## src/rtl/core/gwd_pkg.sv

```systemverilog
`timescale 1ns / 1ps
// ----------------------------------------------------------------------------
// gwd_pkg
// Shared constants, types and helpers for the grid wavefront distance map.
// ----------------------------------------------------------------------------
package gwd_pkg;

	localparam int MAX_WIDTH  = 64;
	localparam int MAX_HEIGHT = 64;
	localparam int COL_W      = $clog2(MAX_WIDTH);
	localparam int ROW_W      = $clog2(MAX_HEIGHT);
	localparam int ADDR_W     = COL_W + ROW_W;
	localparam int CELL_COUNT = 1 << ADDR_W;
	localparam int PTR_W      = ADDR_W + 1;
	localparam int DIST_W     = 8;
	localparam int PADDR_W    = 4;

	localparam logic [DIST_W-1:0] DIST_UNKNOWN = 8'hFF;
	localparam logic [DIST_W-1:0] DIST_CAP     = 8'd127;

	localparam logic [1:0] MODE_CLEAR = 2'd0;
	localparam logic [1:0] MODE_SEED  = 2'd1;
	localparam logic [1:0] MODE_READ  = 2'd2;

	localparam logic [1:0] REG_GRID_WIDTH  = 2'd0;
	localparam logic [1:0] REG_GRID_HEIGHT = 2'd1;
	localparam logic [1:0] REG_NEAR_THRESH = 2'd2;

	// Neighbor scan runs nine positions, column offset outer, row offset inner
	localparam logic [3:0] NB_LAST = 4'd9;

	typedef struct packed {
		logic [COL_W:0]      width_use;
		logic [ROW_W:0]      height_use;
		logic [DIST_W-1:0]   threshold;
	} cfg_t;

	typedef struct packed {
		logic              clear_ptr;
		logic              push;
		logic [ADDR_W-1:0] push_addr;
		logic              pop;
	} q_ctrl_t;

	typedef struct packed {
		logic empty;
		logic full;
	} q_stat_t;

	// Step codes: 0 is minus one, 1 is zero, 2 is plus one
	typedef struct packed {
		logic [1:0] col_step;
		logic [1:0] row_step;
	} nb_step_t;

	function automatic nb_step_t nb_step(input logic [3:0] k);
		nb_step_t s;
		case (k)
			4'd0:    s = '{col_step: 2'd0, row_step: 2'd0};
			4'd1:    s = '{col_step: 2'd0, row_step: 2'd1};
			4'd2:    s = '{col_step: 2'd0, row_step: 2'd2};
			4'd3:    s = '{col_step: 2'd1, row_step: 2'd0};
			4'd4:    s = '{col_step: 2'd1, row_step: 2'd1};
			4'd5:    s = '{col_step: 2'd1, row_step: 2'd2};
			4'd6:    s = '{col_step: 2'd2, row_step: 2'd0};
			4'd7:    s = '{col_step: 2'd2, row_step: 2'd1};
			4'd8:    s = '{col_step: 2'd2, row_step: 2'd2};
			default: s = '{col_step: 2'd1, row_step: 2'd1};
		endcase
		return s;
	endfunction

endpackage

```

## src/rtl/core/gwd_cfg_regs.sv

```systemverilog
`timescale 1ns / 1ps
// ----------------------------------------------------------------------------
// gwd_cfg_regs
// APB register file: grid width, grid height and near threshold.
// ----------------------------------------------------------------------------
module gwd_cfg_regs (
	input  logic                        clk,
	input  logic                        arst_n,
	input  logic                        psel,
	input  logic                        penable,
	input  logic                        pwrite,
	input  logic [gwd_pkg::PADDR_W-1:0] paddr,
	input  logic [31:0]                 pwdata,
	output logic [31:0]                 prdata,
	output logic                        pready,
	output gwd_pkg::cfg_t               cfg
);
	import gwd_pkg::*;

	logic [7:0] grid_width_q;
	logic [7:0] grid_height_q;
	logic [7:0] near_thresh_q;
	logic [1:0] reg_idx;
	logic       wr_en;

	assign reg_idx = paddr[3:2];
	assign pready  = 1'b1;
	assign wr_en   = psel & penable & pwrite & pready;

	always_ff @(posedge clk or negedge arst_n) begin
		if (!arst_n) begin
			grid_width_q  <= 8'd64;
			grid_height_q <= 8'd64;
			near_thresh_q <= 8'd10;
		end else if (wr_en) begin
			case (reg_idx)
				REG_GRID_WIDTH:  grid_width_q  <= pwdata[7:0];
				REG_GRID_HEIGHT: grid_height_q <= pwdata[7:0];
				REG_NEAR_THRESH: near_thresh_q <= pwdata[7:0];
				default: ;
			endcase
		end
	end

	always_comb begin
		case (reg_idx)
			REG_GRID_WIDTH:  prdata = {24'd0, grid_width_q};
			REG_GRID_HEIGHT: prdata = {24'd0, grid_height_q};
			REG_NEAR_THRESH: prdata = {24'd0, near_thresh_q};
			default:         prdata = 32'd0;
		endcase
	end

	// Clamp the grid in use to the stored array size
	always_comb begin
		cfg.width_use  = ({1'b0, grid_width_q} < 9'(MAX_WIDTH)) ?
			(COL_W+1)'(grid_width_q) : (COL_W+1)'(MAX_WIDTH);
		cfg.height_use = ({1'b0, grid_height_q} < 9'(MAX_HEIGHT)) ?
			(ROW_W+1)'(grid_height_q) : (ROW_W+1)'(MAX_HEIGHT);
		cfg.threshold  = near_thresh_q;
	end

endmodule

```

## config.mk

```make
export PLATFORM = sky130hd
export DESIGN_NAME = gwd_cfg_regs
export DESIGN_NICKNAME = d
export VERILOG_FILES = /design/src/rtl/core/gwd_pkg.sv /design/src/rtl/core/gwd_cfg_regs.sv
export SDC_FILE = /design/constraint.sdc
export NUM_CORES = 1
export LEC_CHECK = 0
export ABC_AREA = 0
export BUFFER_PORTS_ARGS = -buffer_cell sky130_fd_sc_hd__buf_2
export CAP_MARGIN = 40
export CORE_MARGIN = 5
export CORE_UTILIZATION = 41
export CTS_CLUSTER_SIZE = 12
export DETAILED_ROUTE_END_ITERATION = 8
export GPL_TIMING_DRIVEN = 1
export PLACE_DENSITY = 0.9
export SLEW_MARGIN = 10
export SYNTH_ARGS = -nofsm -noshare
export SYNTH_HDL_FRONTEND = slang
export SYNTH_SLANG_ARGS = --single-unit
```

## constraint.sdc

```tcl
create_clock -name clk -period 1.1 [get_ports clk]
set_input_delay 0.11 -clock clk [delete_from_list [all_inputs] [get_ports clk]]
set_output_delay 0.11 -clock clk [all_outputs]
set_load 0.1 [all_outputs]
```

Word level (Yosys, flattened, before mapping):

Cells that the tools add are included.

* $lt $le $gt $ge: 2
* equal/unequal tests: 2
* muxes and demuxes: 3
* bitwise operators: 2
* reduce and logical (&&, ||, !) cells: 4

Operator list (count)
* $pmux W8 S3: 1
* $lt A8 B7 Y1 const B: 2
* $mux W7: 2
* $reduce_and A2 Y1: 3
* $and A1 B1 Y1: 2
* $eq A2 B1 Y1 const B: 1
* $eq A2 B2 Y1 const B: 1
* $logic_not A2 Y1: 1

* register bits: 24
* output and inout bits: 55
* word-level logic and storage cells: 16

Longest topological paths before layout:

Gate-level depths: netlist of run 1.

* word-level depth: 3
* depth in mapped cells: 5

Worst setup path after synthesis of run 1:

OpenSTA, ideal clock, no wires.

* kind: reg-to-output
* start point: reg grid_height_q[6]
* end point: out prdata[6]
* arrival time: 2.685 ns
* data required time: 0.990 ns
* slack: -1.695 ns
* stages on the path, launching flop included: 3
* path through: dfstp_2 > mux2i_1 > o21ai_0

* cells in the longest elaborated chain, start to end: 1

RTL lines
* start: declaration: RTL line gwd_cfg_regs.sv:21 `logic [7:0] grid_height_q;`
* start signal: assignment: RTL line gwd_cfg_regs.sv:38 `REG_GRID_HEIGHT: grid_height_q <= pwdata[7:0];`
* $pmux W8 S3: RTL line gwd_cfg_regs.sv:46 `case (reg_idx)`
* end: declaration: RTL line gwd_cfg_regs.sv:14 `output logic [31:0] prdata,`

Every way passes these cells.

==> results of run 1 <==
==> area by class of cell <==
type	instances	share of cell area
tap	46	0.0223
multi-input combinational	92	0.350
inverter	2	0.00582
timing repair buffer	77	0.366
clock buffer	4	0.0102
sequential	24	0.246
==> layer usage <==
metal  vias up  GRT usage
met5         -          0
met1       569      0.216
met3         3     0.0392
met2        54      0.292
met4         0     0.0325
li1        513          -
==> logic make-up after synthesis <==
group                  Yosys count  synth area share
and+or+nand+nor                 27             0.116
buffers and inverters           31             0.160
muxes                           32             0.266
DFF                             24             0.424
other                            2           0.00526
AOI/OAI and AO/OA                8            0.0280
==> worst paths after layout <==
kind,startpoint,endpoint,slack (ps),cells past startpoint
min,pwdata[1],grid_height_q[1],30,2
max reg2reg,grid_height_q[2],grid_height_q[2],30,3
min reg2reg,grid_width_q[3],grid_width_q[3],560,1
min in group asynchronous,arst_n,near_thresh_q[7],280,2
max in group asynchronous,arst_n,near_thresh_q[0],390,2
max,grid_height_q[7],cfg[13],-420,3
==> cell usage in the layout (no fill, tap or decap), drive strengths merged, types with 2 or more instances in the layout <==
cell      instances
buf              76
conb             25
mux2             24
dfrtp            20
and2             12
o21ai             8
nand2             8
mux2i             8
clkbuf            4
dfstp             4
nor2              2
clkinvlp          2
==> through the flow <==
stage | setup TNS [ps] | power (uW) | util
global placement | -5050 | 5390 | 0.712
CTS | -8520 | 6080 | 0.757
detailed placement | -6040 | 5460 | 0.712
global route | -9830 | 6320 | 0.767
finish | -8570 | 6150 | 0.767
floorplan | -1680 | 4210 | -
==> worst max-delay path, cell delays in order (launching register included) <==
cell and delay, ps:
dfrtp_1 450, nor2_4 250, and2_4 210, buf_12 170
==> state kept, by name (all words and copies together) (netlist names) <==
signal         flops
grid_height_q      8
grid_width_q       8
near_thresh_q      8
==> timing repair <==
item                       CTS  global route
setup buffers                9             1
hold endpoints to repair    20             0
hold buffers                 1             0
gates resized for setup     11             5
pin swaps                    1             3
setup endpoints to repair   29            30
==> where the power goes <==
group	internal [uW]	switching, uW
registers	1160	262
logic	1560	2740
clock network	142	278
==> summary.txt, run 1 <==
Clock tree
  – Clock-pin transition on the worst setup and hold timing paths: between 100 and 150 ps
  – Clock Path Buffers: 2
  – CTS buffer count: 3
  – Sink Count: 24
  – Worst skew pair latency: 320 ps
  – CTS tree: done
  – H-tree depth: 1
  – Root Buffer: clkbuf_4

Worst setup path
  – CP required: a little under 1000 ps
  – Startpoint types: flip-flop
  – WP data arrival: 1410 ps
  – Kind of critical path: reg -> out
  – Critical Path End Type: output port
  – CP Max Fanout: 7

Routing
  – Met3 wire length: around 320 um
  – Router iterations before antenna repair: 4
  – WL met2: 2160 um
  – Vias: approximately 1,100
  – Routed WL per cell: ~17 um
  – Final ANT Viol Nets: 0
  – DR iter-0 viols: 45
  – M1 wire length: around 1700 um
  – Vias per inst: 4.65
  – Top routing layer used: met4
  – WL final: about 4200 um
  – Drt drc: 0

Yosys
  – Top cell type by total area after synthesis: dfrtp_1
  – Cell with the most instances after synthesis: buf_4
  – Seq/Total Area, Yosys: 0.424
  – Post-Syn Area: between 1000 and 1500 um^2
  – FF+latch count, synth: 24
  – Synth top area share: 0.350
  – Synth area leaders: dfrtp_1 35%, buf_4 14%, mux2_2 13%
  – Commonest cells post-synth: 26 x buf_4, 20 x dfrtp_1, 16 x mux2_2
  – Top_reg_cell synth: dfrtp_1
  – Syn Area/Cell: approximately 12 um^2
  – EDFF count, synth: 0
  – Post-Syn Instances: ~120
  – YS warnings: 0
  – Synth async-reset ratio: 1.00
  – Synth cell types: 19

Floorplanning
  – Initial Util: 0.425
  – Row count: 21
  – Core ar.: approximately 3400 um^2
  – Total Die Area: 4770 um^2
  – Io pins: 96
  – Die W: a little under 70 um
  – Die H: around 70 um

Timing
  – Worst Tran Pin Value: 552 ps
  – Endpoints failing setup: 29
  – Min Tclk post-route: 1520 ps
  – Clock Skew: 0 ps
  – Setup ws final: -417 ps
  – Max-slew violations: 0
  – Final hold vios: 0
  – Fmax: 659 MHz
  – Slew headroom: 0.632
  – Final worst hold slack: 34.3 ps
  – Unrepaired setup endpoints after global routing: true
  – Fin crit share: 1.38

Final layout
  – Seq. cell area: approximately 630 um^2
  – Syn-to-layout area delta: 80.6%
  – Filler cell count: around 200
  – Fin area: ~2600 um^2
  – Footprint of the multi-input gates: roughly 900 um^2
  – Layout cells sized above 1: 0.779
  – # nets final: 241
  – Finished Layout Cells: 245
  – Ant. Diodes: 0

Placed design
  – GPL Wtd Cong: a little over 0.8
  – Hpwl dp: 3050 um
  – Post-place setup slack: -162 ps
  – Cells after DPL: 230
  – Port Buffers: 44
  – Placed Area: approximately 2400 um^2

Power
  – Worst vdd ir: between 1 and 1.5 mV
  – PD cells: 2380 nW/um^2
  – Pleak: between 0.001 and 0.0015 uW

GRT
  – First-pass GRT wire length: between 6000 and 7000 um
  – Initial antenna violation count: 0
  – Largest net degree at the start of global routing: 25
  – Vias in the first global route: ~1,300
  – Total global-route track usage: 0.169
  – GRT overflow: 0

Outcome
  – Failing checks: setup timing
  – Status: finished, violations left

Run
  – Maxcap violations: 0

Worst hold path
  – Hold Path Class: in -> reg
Power figures use the tool's default switching activity.
==> run 2: changes to the inputs <==
Clock period 1.1 ns to 1.7 ns, I/O delays scaled along.
==> run 2 against run 1 <==
Wire length fell by 23%. First-iteration DRC count decreased by 69%. Worst setup slack better by 500 ps. Final cell count shrank 11%. Highest routed layer unchanged. Cell area down 22%. Sequential share of layout area is 5.5 points higher. Critical path type unchanged. Non-clock buffer count shrank 26. Core utilization down 17 points. The run now ends clean.
==> summary.txt, run 2 (synthesis gave the netlist of run 1 again) <==
Outcome
  – Status: complete, no violations

Final layout
  – Most frequent cells in the layout: 25 x conb_1, 23 x buf_2, 20 x dfrtp_1, 20 x buf_12, 16 x mux2_2
  – Syn-to-layout area delta: 40.7%
  – Filler cell count: 280 (+38%)
  – # nets final: 215 (-11%)
  – Layout cells sized above 1: 0.549 (-0.230)
  – Ant. Diodes: 0 (unchanged)
  – Post-layout util: 0.598 (-0.170)
  – Biggest regs: grid_height_q: 8 flops, grid_width_q: 8 flops, near_thresh_q: 8 flops
  – Most common cell after layout, fill and taps aside: conb_1

Routing
  – Final ANT Viol Nets: 0 (unchanged)
  – Vias: 982 (-14%)
  – Vias per inst: 4.48 (-3.5%)
  – Router iterations before antenna repair: 4 (unchanged)
  – WL final: 3240 um (-23%)
  – DR iter-0 viols: 14 (-69%)
  – Routed WL per cell: 14.8 um (-14%)
  – Drt drc: 0 (unchanged)

Placed design
  – Post-place setup slack: 156 ps (+318 ps)
  – GPL Wtd Cong: 0.762 (-8.1%)
  – Hpwl dp: 2530 um (-17%)
  – Port Buffers: 44 (unchanged)

Clock tree
  – Clock Path Buffers: 2 (unchanged)
  – H-tree depth: 1 (unchanged)
  – CTS tree: done
  – Worst skew pair latency: 310 ps (about the same)
  – Root Buffer: clkbuf_4
  – Setup Buffers After CTS: 0 (-9)
  – Clock-pin transition on the worst setup and hold timing paths: 130 ps (about the same)
  – Sink Count: 24 (unchanged)
  – CTS buffer count: 3 (unchanged)

Timing
  – Final hold vios: 0 (unchanged)
  – Clock Skew: 0 ps (unchanged)
  – Unrepaired setup endpoints after global routing: false
  – Max-slew violations: 0 (unchanged)
  – Endpoints failing setup: 0 (-100%)
  – Setup ws final: 82.6 ps (+499 ps)
  – Min Tclk post-route: roughly 1600 ps
  – Slew headroom: 0.640 (+0.00781)
  – Final worst hold slack: 102 ps (+68.2 ps)
  – Fmax: approximately 620 MHz
  – Worst Tran Pin Value: 540 ps (-11.7 ps)
  – Fin crit share: 0.951

GRT
  – First-pass GRT wire length: 5290 um (-19%)
  – Vias in the first global route: 1,016 (-22%)
  – Initial antenna violation count: 0 (unchanged)
  – Total global-route track usage: 0.139 (-0.0301)
  – Largest net degree at the start of global routing: 25 (unchanged)
  – GRT overflow: 0 (unchanged)

Worst setup path
  – Critical Path End Type: output port
  – Startpoint types: flip-flop
  – Kind of critical path: reg -> out
  – WP data arrival: 1450 ps (+40 ps)
  – CP required: 1530 ps (+540 ps)
  – CP Max Fanout: 7 (unchanged)

Power
  – Tot Pwr: 3390 uW (-45%)
  – Worst vdd ir: 0.971 mV (-29%)
  – PD cells: 1690 nW/um^2 (-29%)
  – Pleak: 0.000978 uW (-17%)

Floorplanning
  – Die H: 69.0 um (unchanged)
  – Row count: 21 (unchanged)
  – Core ar.: 3360 um^2 (unchanged)
  – Die W: 69.0 um (unchanged)
  – Initial Util: 0.425 (unchanged)
  – Io pins: 96 (unchanged)
  – Total Die Area: 4770 um^2 (unchanged)

Run
  – Maxcap violations: 0 (unchanged)

Worst hold path
  – Hold Path Class: in -> reg
## run 2: metrics by stage
step	area, um^2	TNS [ps]	instances
final	2010	0	219
after detailed placement	1940	0	214
after floorplan	1540	-442	147
after global placement	1940	0	214
after global routing	2010	0	219
after CTS	1990	0	219
## run 2: power by group
part / switching [uW] / internal, uW / leakage, uW
Combinational: 1640 / 616 / 0.000669
Sequential: 106 / 720 / 0.000287
Clock: 174 / 131 / 0.0000210
Total: 1920 / 1470 / 0.000978
## run 2: area by class of cell
| type | instances | area, um^2 | share of cell area |
|---|---|---|---|
| inverters | 2 | 7.51 | 0.00373 |
| repair buffers | 51 | 578 | 0.287 |
| multi-input cells | 92 | 726 | 0.361 |
| well taps | 46 | 57.6 | 0.0286 |
| flip-flops and latches | 24 | 606 | 0.301 |
| clock buffers | 4 | 36.3 | 0.0180 |
## run 2: worst max-delay path, cell delays in order, from the launching register on
cell	delay, ps
dfstp_2	590
nor2_4	70
inv_1	50
buf_2	410
## run 2: final timing paths
check | startpoint | endpoint | slack (ps) | cells after the start
min reg2reg | grid_width_q[5] | grid_width_q[5] | 540 | 1
min in group asynchronous | arst_n | near_thresh_q[4] | 340 | 2
max in group asynchronous | arst_n | grid_width_q[6] | 990 | 2
min | pwdata[4] | grid_height_q[4] | 100 | 2
max | grid_width_q[6] | cfg[21] | 80 | 3
max reg2reg | grid_height_q[7] | grid_height_q[7] | 880 | 1
## run 2: repair_timing
action                                  in CTS  in global routing
pin swaps                                    0                  0
hold buffers                                 1                  0
endpoints found under the setup margin      12                  9
endpoints found under the hold margin       20                  0
resized for setup                            2                  4
gates cloned                                 0                  0
## run 2: per-layer routing
metal,up-vias,global-route usage,share of wire
met2,40,0.242,0.52
li1,460,-,-
met3,4,0.0291,0.052
met5,-,0,0
met1,478,0.174,0.42
met4,0,0.0390,0.0074
==> run 3: changes to the inputs <==
Settings changed: MAX_ROUTING_LAYER set to met4.
==> run 3 against run 2 <==
Clock skew unchanged. Critical path depth stayed put. Combinational power about the same. Critical path type unchanged. Hold slack barely moved. Critical endpoint unchanged. Largest power group unchanged. First-iteration DRC count rose by 14%.
==> summary.txt, run 3 (synthesis gave the netlist of run 1 again) <==
Outcome
  – Status: complete, no violations

Worst setup path
  – Crit-path max cell delay: 590 ps (about the same)
  – CP required: 1530 ps (about the same)
  – Critical Path End Type: output port
  – Crit-path cells: nor2_4 -> inv_1 -> buf_2
  – WP data arrival: 1450 ps (about the same)
  – Slowest cell on the critical path: dfstp_2
  – CP Max Fanout: 7 (unchanged)
  – Startpoint types: flip-flop
  – Kind of critical path: reg -> out

Routing
  – DR iter-0 viols: 16 (+2)
  – Vias per inst: 4.49 (+0.10%)
  – WL final: 3240 um (about the same)
  – Final ANT Viol Nets: 0 (unchanged)
  – Routed WL per cell: 14.8 um (about the same)
  – Drt drc: 0 (unchanged)
  – Router iterations before antenna repair: 4 (unchanged)
  – Vias: 983 (+0.10%)

Floorplanning
  – Io pins: 96 (unchanged)
  – Die W: 69.0 um (unchanged)
  – Core ar.: 3360 um^2 (unchanged)
  – Die H: 69.0 um (unchanged)
  – Total Die Area: 4770 um^2 (unchanged)
  – Row count: 21 (unchanged)
  – Initial Util: 0.425 (unchanged)

Power
  – PD cells: 1690 nW/um^2 (+0.11%)
  – Internal: 1460 uW (-0.19%)
  – Pleak: 0.000977 uW (-0.11%)
  – Switching power: 1920 uW (about the same)
  – Sequential share of power: 0.243 (about the same)
  – Gate power share: 0.666 (about the same)
  – Sw Share: 0.567 (about the same)
  – Worst vdd ir: 0.974 mV (+0.22%)
  – Clock power share: 0.091 (about the same)

Final layout
  – Layout cells sized above 1: 0.549 (unchanged)
  – Biggest regs: grid_height_q: 8 flops, grid_width_q: 8 flops, near_thresh_q: 8 flops
  – Finished Layout Cells: 219 (unchanged)
  – Syn-to-layout area delta: 40.4%
  – Filler cell count: 279 (-0.36%)
  – Most frequent cells in the layout: 25 x conb_1, 23 x buf_2, 20 x dfrtp_1, 20 x buf_12, 16 x mux2_2
  – Most common cell after layout, fill and taps aside: conb_1
  – # nets final: 215 (unchanged)
  – Ant. Diodes: 0 (unchanged)

Clock tree
  – Sink Count: 24 (unchanged)
  – Worst skew pair latency: 310 ps (about the same)
  – Setup Buffers After CTS: 0 (unchanged)
  – Clock-pin transition on the worst setup and hold timing paths: 130 ps (about the same)
  – Root Buffer: clkbuf_4
  – CTS buffer count: 3 (unchanged)
  – H-tree depth: 1 (unchanged)
  – CTS tree: done
  – Clock Path Buffers: 2 (unchanged)

Timing
  – Slew headroom: 0.645 (+0.00523)
  – Worst Tran Pin Value: 533 ps (-7.85 ps)
  – Fmax: 617 MHz (-0.16%)
  – Final hold vios: 0 (unchanged)
  – Endpoints failing setup: 0 (unchanged)
  – Fin crit share: 0.953 (+0.00151)
  – Unrepaired setup endpoints after global routing: false
  – Setup ws final: 80.0 ps (-2.57 ps)
  – Max-slew violations: 0 (unchanged)
  – Clock Skew: 0 ps (unchanged)
  – Min Tclk post-route: 1620 ps (+2.57 ps)

GRT
  – Initial antenna violation count: 0 (unchanged)
  – Total global-route track usage: 0.143 (+0.00392)
  – GRT overflow: 0 (unchanged)
  – Largest net degree at the start of global routing: 25 (unchanged)
  – Vias in the first global route: 1,011 (-0.49%)
  – First-pass GRT wire length: 5310 um (+0.26%)

Run
  – Maxcap violations: 0 (unchanged)

Worst hold path
  – Hold Path Class: in -> reg

Placed design
  – Cells after DPL: 214 (unchanged)
  – Post-place setup slack: 156 ps (unchanged)
  – GPL Wtd Cong: 0.772 (+1.3%)
  – Hpwl dp: 2530 um (unchanged)
  – Port Buffers: 44 (unchanged)
## run 3: cell types whose count changed in the layout (fill, tap and decap cells not counted)
| cell | change |
|---|---|
| nor2_2 | +1 |
| nor2_4 | -1 |
## run 3: critical path: cells and delay by family (launching register included)
kind,cells,cell delay (ps)
AND/OR/NAND/NOR,1,70
buffers and inverters,2,460
flip-flops,1,590
## run 3: path summary, 6_finish.rpt
| check | start | depth (start not counted) | slack, ps | endpoint |
|---|---|---|---|---|
| max | grid_width_q[6] | 3 | 80 | cfg[21] |
| min | pwdata[4] | 2 | 100 | grid_height_q[4] |
| max reg2reg | grid_width_q[7] | 1 | 880 | grid_width_q[7] |
| min reg2reg | grid_width_q[5] | 1 | 540 | grid_width_q[5] |
| max in group asynchronous | arst_n | 2 | 990 | grid_width_q[6] |
| min in group asynchronous | arst_n | 2 | 340 | near_thresh_q[4] |
## run 3: routing by layer
metal | GRT usage | wire length, um | vias up
li1 | - | - | 462
met5 | - | 0 | -
met4 | 0.0390 | 24 | 0
met1 | 0.175 | 1410 | 477
met2 | 0.243 | 1650 | 40
met3 | 0.0262 | 158 | 4
## run 3: per-stage QoR
step / setup TNS (ps) / total power, uW / utilization / area, um^2 / hold slack [ps]
after floorplan: -442 / 2540 / - / 1540 / -126
after global placement: 0 / 3050 / 0.578 / 1940 / 176
after detailed placement: 0 / 3080 / 0.578 / 1940 / 180
after CTS: 0 / 3390 / 0.593 / 1990 / 91.8
after global routing: 0 / 3500 / 0.596 / 2010 / 81.9
final: 0 / 3380 / 0.596 / 2010 / 102
## run 3: layout make-up
class                   count  area, um^2  area share
well taps                  46        57.6      0.0287
inverters                   2        7.51     0.00374
clock buffers               4        36.3      0.0181
multi-input cells          92         721       0.359
flip-flops and latches     24         606       0.302
repair buffers             51         578       0.288
## run 3: what timing repair did
action / CTS / global route
endpoints found under the setup margin: 12 / 7
resized for setup: 2 / 3
endpoints found under the hold margin: 20 / 0
hold buffers: 1 / 0
cloned: 0 / 0
## run 3: power groups by stage
stage | logic (uW) | registers (uW) | clock network, uW
floorplan | 1410 | 1130 | 0
global route | 2320 | 850 | 337
finish | 2250 | 823 | 306
global placement | 2230 | 816 | 0
detailed placement | 2250 | 825 | 0
CTS | 2260 | 818 | 315
